===== src/decimal_amount_parser_assert.svh =====
// ----------------------------------------------------------------------------
// Assertion macros for the decimal amount parser
// Implication checks clocked on clk and held off while rst_n is low.
// ----------------------------------------------------------------------------
`ifndef DECIMAL_AMOUNT_PARSER_ASSERT_SVH
`define DECIMAL_AMOUNT_PARSER_ASSERT_SVH

// Same-cycle implication.
`define DAP_ASSERT_SAME(label, ante, cons, msg) \
    label: assert property (@(posedge clk) disable iff (!rst_n) (ante) |-> (cons)) \
        else $error(msg);

// Next-cycle implication.
`define DAP_ASSERT_NEXT(label, ante, cons, msg) \
    label: assert property (@(posedge clk) disable iff (!rst_n) (ante) |=> (cons)) \
        else $error(msg);

`endif


===== src/dap_pkg.sv =====
// ----------------------------------------------------------------------------
// dap_pkg
// Status codes, character codes and the power-of-ten table for the parser.
// ----------------------------------------------------------------------------
`default_nettype none

package dap_pkg;

    typedef logic [2:0] status_t;

    localparam status_t ST_OK          = 3'd0;
    localparam status_t ST_BADCHAR     = 3'd1;
    localparam status_t ST_NOPOINT     = 3'd2;
    localparam status_t ST_TWOPOINTS   = 3'd3;
    localparam status_t ST_TOOMANYFRAC = 3'd4;
    localparam status_t ST_OVERFLOW    = 3'd5;

    localparam logic [7:0] CHAR_PLUS = 8'h2B;
    localparam logic [7:0] CHAR_DOT  = 8'h2E;
    localparam logic [7:0] CHAR_ZERO = 8'h30;
    localparam logic [7:0] CHAR_NINE = 8'h39;

    localparam logic [3:0] MAX_PLACES = 4'd9;
    localparam int POW10_WIDTH = 30;

    typedef logic [POW10_WIDTH-1:0] pow10_t;

    function automatic pow10_t pow10(input logic [3:0] k);
        pow10_t r;
        case (k)
            4'd0:    r = 30'd1;
            4'd1:    r = 30'd10;
            4'd2:    r = 30'd100;
            4'd3:    r = 30'd1000;
            4'd4:    r = 30'd10000;
            4'd5:    r = 30'd100000;
            4'd6:    r = 30'd1000000;
            4'd7:    r = 30'd10000000;
            4'd8:    r = 30'd100000000;
            4'd9:    r = 30'd1000000000;
            default: r = 30'd1;
        endcase
        return r;
    endfunction

endpackage

`default_nettype wire


===== src/decimal_amount_parser.sv =====
// ----------------------------------------------------------------------------
// decimal_amount_parser
// Turns an ASCII decimal amount into a count of smallest currency units.
// ----------------------------------------------------------------------------
// The input stream carries one ASCII character per word on s_tdata, with
// s_tlast marking the final character of an amount. An optional leading '+'
// is followed by digits and at most one point; fraction_digits (APB, byte
// address 0, reset value 2) sets the number of decimal places.
// One result word leaves on the output stream for every last character:
// the amount on m_tdata and the status code on m_tuser. The first error of
// a string is held and the rest of that string is ignored.
// One character is taken every cycle while s_tready is high. Characters
// update the running value as they arrive; the final character loads a
// scaling stage whose single multiplier scales by a power of ten, and
// the result register then takes the scaled word for the output stream.
// Reset clears the string state and both pipeline stages and sets
// fraction_digits to 2. When the receiver stalls, the result register and
// the scaling stage hold their words and s_tready falls only once both are
// full.
// ----------------------------------------------------------------------------
`default_nettype none

`include "decimal_amount_parser_assert.svh"

module decimal_amount_parser
    import dap_pkg::*;
#(
    parameter int unsigned AMOUNT_WIDTH = 32
) (
    input  wire logic        clk,
    input  wire logic        rst_n,
    // Input stream: tdata [7:0] char_code; tlast last_char.
    input  wire logic        s_tvalid,
    output logic             s_tready,
    input  wire logic [7:0]  s_tdata,
    input  wire logic        s_tlast,
    // Output stream: tdata [31:0] amount; tuser [2:0] status.
    output logic             m_tvalid,
    input  wire logic        m_tready,
    output logic [31:0]      m_tdata,
    output logic [2:0]       m_tuser,
    // Configuration port.
    input  wire logic        psel,
    input  wire logic        penable,
    input  wire logic        pwrite,
    input  wire logic [2:0]  paddr,
    input  wire logic [31:0] pwdata,
    output logic [31:0]      prdata,
    output logic             pready
);

    localparam int AW = AMOUNT_WIDTH;
    localparam int PW = AW + POW10_WIDTH;

    // Configuration.
    logic [3:0] frac_digits_reg;
    logic       cfg_write;

    // String state.
    logic [AW-1:0] value_reg, value_next;
    logic          point_reg, point_next;
    logic [3:0]    fcount_reg, fcount_next;
    status_t       err_reg, err_next;
    logic          start_reg;

    // Scaling stage.
    logic          sc_valid_reg;
    logic [AW-1:0] sc_value_reg;
    logic [3:0]    sc_shift_reg;
    status_t       sc_err_reg;

    // Result register.
    logic          out_valid_reg;
    logic [31:0]   out_amount_reg;
    status_t       out_status_reg;

    logic          in_accept;
    logic          sc_advance;
    logic [3:0]    places;
    logic          is_digit;
    logic          skip;
    logic [AW+3:0] value_ext;
    logic [AW+3:0] times_ten;
    logic [3:0]    shift;
    logic [PW-1:0] product;
    logic          scale_ovf;
    status_t       final_status;
    logic [AW+31:0] amount_ext;

    assign pready    = 1'b1;
    assign cfg_write = psel && penable && pwrite && pready && !paddr[2];
    assign prdata    = {28'd0, frac_digits_reg};

    always_ff @(posedge clk or negedge rst_n)
    begin
        if (!rst_n)
        begin
            frac_digits_reg <= 4'd2;
        end
        else if (cfg_write)
        begin
            frac_digits_reg <= pwdata[3:0];
        end
    end

    // Handshakes.
    assign sc_advance = !out_valid_reg || m_tready;
    assign s_tready   = !sc_valid_reg || sc_advance;
    assign in_accept  = s_tvalid && s_tready;

    // Per-character update.
    assign places    = (frac_digits_reg > MAX_PLACES) ? MAX_PLACES : frac_digits_reg;
    assign is_digit  = (s_tdata >= CHAR_ZERO) && (s_tdata <= CHAR_NINE);
    assign skip      = (err_reg != ST_OK) || (start_reg && s_tdata == CHAR_PLUS);
    assign value_ext = {4'd0, value_reg};
    // value*10 + digit; any bit above the amount width means overflow.
    assign times_ten = (value_ext << 3) + (value_ext << 1) + {{AW{1'b0}}, s_tdata[3:0]};

    always_comb
    begin
        value_next  = value_reg;
        point_next  = point_reg;
        fcount_next = fcount_reg;
        err_next    = err_reg;
        if (!skip)
        begin
            if (s_tdata == CHAR_DOT)
            begin
                if (places == 4'd0)
                    err_next = ST_NOPOINT;
                else if (point_reg)
                    err_next = ST_TWOPOINTS;
                else
                    point_next = 1'b1;
            end
            else if (!is_digit)
            begin
                err_next = ST_BADCHAR;
            end
            else if (point_reg && ({1'b0, fcount_reg} + 5'd1 > {1'b0, places}))
            begin
                err_next = ST_TOOMANYFRAC;
            end
            else
            begin
                if (point_reg)
                    fcount_next = fcount_reg + 4'd1;
                if (times_ten[AW+3:AW] != 4'd0)
                    err_next = ST_OVERFLOW;
                else
                    value_next = times_ten[AW-1:0];
            end
        end
    end

    // Missing fraction digits, applied by the scaling stage.
    assign shift = (err_next == ST_OK && fcount_next < places) ? places - fcount_next : 4'd0;

    always_ff @(posedge clk or negedge rst_n)
    begin
        if (!rst_n)
        begin
            value_reg  <= '0;
            point_reg  <= 1'b0;
            fcount_reg <= 4'd0;
            err_reg    <= ST_OK;
            start_reg  <= 1'b1;
        end
        else if (in_accept)
        begin
            if (s_tlast)
            begin
                value_reg  <= '0;
                point_reg  <= 1'b0;
                fcount_reg <= 4'd0;
                err_reg    <= ST_OK;
                start_reg  <= 1'b1;
            end
            else
            begin
                value_reg  <= value_next;
                point_reg  <= point_next;
                fcount_reg <= fcount_next;
                err_reg    <= err_next;
                start_reg  <= 1'b0;
            end
        end
    end

    always_ff @(posedge clk or negedge rst_n)
    begin
        if (!rst_n)
        begin
            sc_valid_reg <= 1'b0;
        end
        else if (in_accept && s_tlast)
        begin
            sc_valid_reg <= 1'b1;
        end
        else if (sc_advance)
        begin
            sc_valid_reg <= 1'b0;
        end
    end

    always_ff @(posedge clk)
    begin
        if (in_accept && s_tlast)
        begin
            sc_value_reg <= value_next;
            sc_shift_reg <= shift;
            sc_err_reg   <= err_next;
        end
    end

    // Final scaling by a power of ten, with an exact overflow check.
    assign product    = {{POW10_WIDTH{1'b0}}, sc_value_reg} * {{AW{1'b0}}, pow10(sc_shift_reg)};
    assign scale_ovf  = (product[PW-1:AW] != '0);
    assign amount_ext = {32'd0, product[AW-1:0]};

    always_comb
    begin
        if (sc_err_reg != ST_OK)
            final_status = sc_err_reg;
        else if (scale_ovf)
            final_status = ST_OVERFLOW;
        else
            final_status = ST_OK;
    end

    always_ff @(posedge clk or negedge rst_n)
    begin
        if (!rst_n)
        begin
            out_valid_reg <= 1'b0;
        end
        else if (sc_advance)
        begin
            out_valid_reg <= sc_valid_reg;
        end
    end

    always_ff @(posedge clk)
    begin
        if (sc_advance && sc_valid_reg)
        begin
            out_status_reg <= final_status;
            out_amount_reg <= (final_status == ST_OK) ? amount_ext[31:0] : 32'd0;
        end
    end

    assign m_tvalid = out_valid_reg;
    assign m_tdata  = out_amount_reg;
    assign m_tuser  = out_status_reg;

    `DAP_ASSERT_SAME(a_err_amount_zero, m_tvalid && m_tuser != ST_OK, m_tdata == 32'd0,
        "Result word with an error status carries a non-zero amount")
    `DAP_ASSERT_SAME(a_status_range, m_tvalid, m_tuser <= ST_OVERFLOW,
        "Result word carries an undefined status code")
    `DAP_ASSERT_NEXT(a_scale_hold, sc_valid_reg && out_valid_reg && !m_tready,
        sc_valid_reg && $stable(sc_value_reg) && $stable(sc_shift_reg),
        "Scaling stage lost its word while the output was stalled")
    `DAP_ASSERT_SAME(a_ready_when_empty, !out_valid_reg, s_tready,
        "Input stalled although the result register is empty")
    `DAP_ASSERT_NEXT(a_last_clears, in_accept && s_tlast,
        start_reg && err_reg == ST_OK && value_reg == '0,
        "String state not cleared after the last character")

endmodule

`default_nettype wire


===== config.mk =====
export PLATFORM = sky130hd
export DESIGN_NAME = decimal_amount_parser
export DESIGN_NICKNAME = d
export VERILOG_FILES = /design/src/dap_pkg.sv /design/src/decimal_amount_parser.sv
export VERILOG_INCLUDE_DIRS = /design/src /design/src/src
export SDC_FILE = /design/constraint.sdc
export NUM_CORES = 2
export LEC_CHECK = 0
export BUFFER_PORTS_ARGS = -buffer_cell sky130_fd_sc_hd__buf_2
export CORE_MARGIN = 1
export CORE_UTILIZATION = 25
export DETAILED_ROUTE_END_ITERATION = 7
export GPL_TIMING_DRIVEN = 0
export HOLD_SLACK_MARGIN = 0.02
export SLEW_MARGIN = 0
export SYNTH_ARGS = -nofsm -noshare
export SYNTH_HDL_FRONTEND = slang
export SYNTH_SLANG_ARGS = --single-unit

===== constraint.sdc =====
create_clock -name clk -period 10.6 [get_ports clk]
set_clock_uncertainty 0.05 [all_clocks]
set_input_delay 0.53 -clock clk [delete_from_list [all_inputs] [get_ports clk]]
set_output_delay 0.53 -clock clk [all_outputs]
set_load 0.01 [all_outputs]

==> flow_summary.yaml <==
logic_synthesis:
  synth_cells: 4149
  netlist_area_mm2: 0.0394
  synth.distinct_cells: 93
  synth_top_area_share: 0.412
  post_synth.cell_area_avg_um2: 9.50
  synth_top_area_cell: "fa_1"
  synth_edf_count: 74
  ys_top_cells_by_area: "fa_1 41%, ha_1 11%, inv_1 7.7%"
  ys.flop_type: "edfxtp_1"
  synth_seq_cells: 144
  ys_seq_area_frac: 0.0980
  postSynth.asyncResetShare: 0.326
  yosysWarnings: 0
clock_tree:
  clock-sinks: 144
  cts_inserted_buffers: 17
  path_clk_slew_ps: 70
  cts_tree: "yes"
  htree_levels: 4
  holdBufCountCts: 0
  cts_buffer_depth: 2
  clk_latency_ps: 430
  root_buffer: "clkbuf_16"
worst_setup_path:
  arrival_ps: 10520
  crit_top_cell: "fa_1"
  start_kind: "flop"
  crit_buf_inv: 9
  slowest_stage: "clkbuf_1"
  path_class: "flop to flop"
  endpoint_kind: "flop"
  critPathMaxFanout: 10
  cp_top_family: "adder cells"
  cp_slowest_stage_delay_ps: 750
  cp.required_ps: 10750
global_route:
  grt_pass1_wl_um: 200000
  grt_antenna_before_repair: 7
  grt_pass1_vias: 31014
  grt_start_max_net_pins: 48
  overflow: 0
  grt_usage: 0.167
power:
  p_int_w: 0.00405
  p_clk_frac: 0.058
  power_leakage_nw: 19.2
  p_switching_w: 0.00608
  sw_frac_of_total: 0.600
  total_power_w: 0.0101
  irDropWorstVdd_mv: 0.365
  power.density_mw_per_mm2: 235
  seq_power_share: 0.066
  p_comb_frac: 0.875
drt:
  drtIter0Drc: 2357
  viasPerCell: 4.74
  first_pass_iters: 5
  drt-total-wl_um: 132000
  drtAntennaViolNets: 0
  avgRoutedWirePerCell_um: 20.9
  drc_errors: 0
  via_count: 29948
die:
  fp.dieW_um: 399
  placeableCoreArea_mm2: 0.156
  io_pins: 121
  initial_core_util: 0.252
  die_area_mm2: 0.159
  die_h_um: 399
  rows: 145
sta:
  maxSlewViolCount: 0
  fin_crit_sh: 0.978
  fin_crit_ps: 10360
  fmax_mhz: 96.5
  hold_viol: 0
  grt_setup_unrepaired: "no"
  worst_pin_slew_ps: 1270
  setup_tns_ps: 0
  relSlewSlack: 0.154
  setup_viol: 0
placement:
  gp_congestion: 0.960
  dp_cells: 6296
  hpwl_um: 116000
  io_buffer_count: 60
  place_area_mm2: 0.0424
finish:
  n_fill_cell: 16730
  layoutNonFillerInstCount: 6322
  drive_gt1_frac: 0.0596
  nNetsFinal: 5466
  synthToLayoutAreaGrowth_pct: 9.24
  fin_area_mm2: 0.0431
status:
  status: "complete, no violations"
hold_path:
  min_path_type: "input pin to asynchronous set/reset pin"
run:
  maxCapViolations: 0
==> what timing repair did <==
item                       CTS  global route
resized for setup           12            15
setup buffers                2             0
setup endpoints to repair   34            34
==> metrics by stage <==
step | setup WS [ps] | util | hold WS [ps]
after floorplan | 1980 | - | 184
after global placement | -1340 | 0.271 | 402
after detailed placement | -1250 | 0.271 | 402
after CTS | 9.65 | 0.275 | 279
after global routing | 7.67 | 0.275 | 276
final | 235 | 0.275 | 280
==> cells in the mapped netlist (14+ instances only) <==
cell and instances:
edfxtp_1 74, fa_1 811, nand2_1 402, buf_4 32
a211oi_1 18, ha_1 354, a21oi_1 131, and3_1 14
xor2_1 54, xnor2_1 51, o21bai_1 21, nor2_1 86
buf_2 14, o21ai_1 19, dfrtp_1 45, nand3_1 32
inv_1 808, o21ai_0 73, nor3_2 31, and2_1 477
nor3_1 32, a22o_1 31, nand4_1 34, mux2_2 27
o21a_1 23, a21o_1 34, dfxtp_1 23, a31oi_1 18
clkbuf_1 183
==> layout make-up <==
cell class	instances	area, um^2	area share
Buffer	235	1150	0.0268
Tap cell	2058	2570	0.0598
Inverter	808	3030	0.0704
Multi-Input combinational cell	2980	31500	0.732
Timing Repair Buffer	64	355	0.00825
Sequential cell	144	3860	0.0897
Clock inverter	13	129	0.00299
Clock buffer	19	433	0.0101
Antenna cell	1	2.50	0.0000581
==> cells by family after synthesis <==
logic type                 Yosys count  share of synthesized area
and+or+nand+nor                   1178                      0.159
adders and majority gates         1165                      0.524
buffers and inverters             1052                      0.106
AOI/OAI and AO/OA                  458                     0.0767
DFF                                144                     0.0980
xor gates and xnor gates           105                     0.0233
muxes                               45                     0.0125
other                                2                   0.000191
==> per-layer routing <==
layer,GRT usage,share of wire,up-vias
li1,-,-,13034
met1,0.227,0.43,15590
met2,0.276,0.47,1119
met3,0.0209,0.066,201
met4,0.0515,0.037,4
met5,0,0.00017,-
==> layout by cell type, fill, tap and decap left out, types with 34 or more instances in the layout <==
master	count
buf_4	34
nor2_1	86
inv_1	808
buf_2	74
and2_1	476
o21ai_0	73
fa_1	811
dfrtp_1	45
nand4_1	34
edfxtp_1	74
a21oi_1	131
xor2_1	54
a21o_1	34
clkbuf_1	167
xnor2_1	51
ha_1	354
nand2_1	402
==> worst reg2reg max path: cells and delay by family, from the launching register on <==
| family | cells | cell delay [ps] |
|---|---|---|
| adders and majority gates | 9 | 4240 |
| DFF | 1 | 480 |
| AOI/OAI and AO/OA | 7 | 1870 |
| and+or+nand+nor | 3 | 1260 |
| buffers and inverters | 9 | 2030 |
| xor gates and xnor gates | 1 | 190 |
==> power by group through the flow <==
stage	clock network, W	registers (W)	logic (W)
after floorplan	0	0.000651	0.00586
after global placement	0	0.000678	0.00866
after detailed placement	0	0.000677	0.00865
after CTS	0.000600	0.000666	0.00878
after global routing	0.000621	0.000674	0.00969
final	0.000592	0.000673	0.00886
==> final timing paths <==
path / start / end / slack (ps) / cells after the start
setup reg to reg: flop / m_tdata[28] / 240 / 29
max in group asynchronous: rst_n / value_reg[20] / 9500 / 1
min in group clk: pwdata[1] / frac_digits_reg[1] / 290 / 2
hold reg to reg: start_reg / start_reg / 420 / 2
hold / removal: rst_n / m_tvalid / 280 / 1
setup / recovery: flop / m_tdata[28] / 240 / 29
Note: power is estimated with default switching activity, not from simulation.
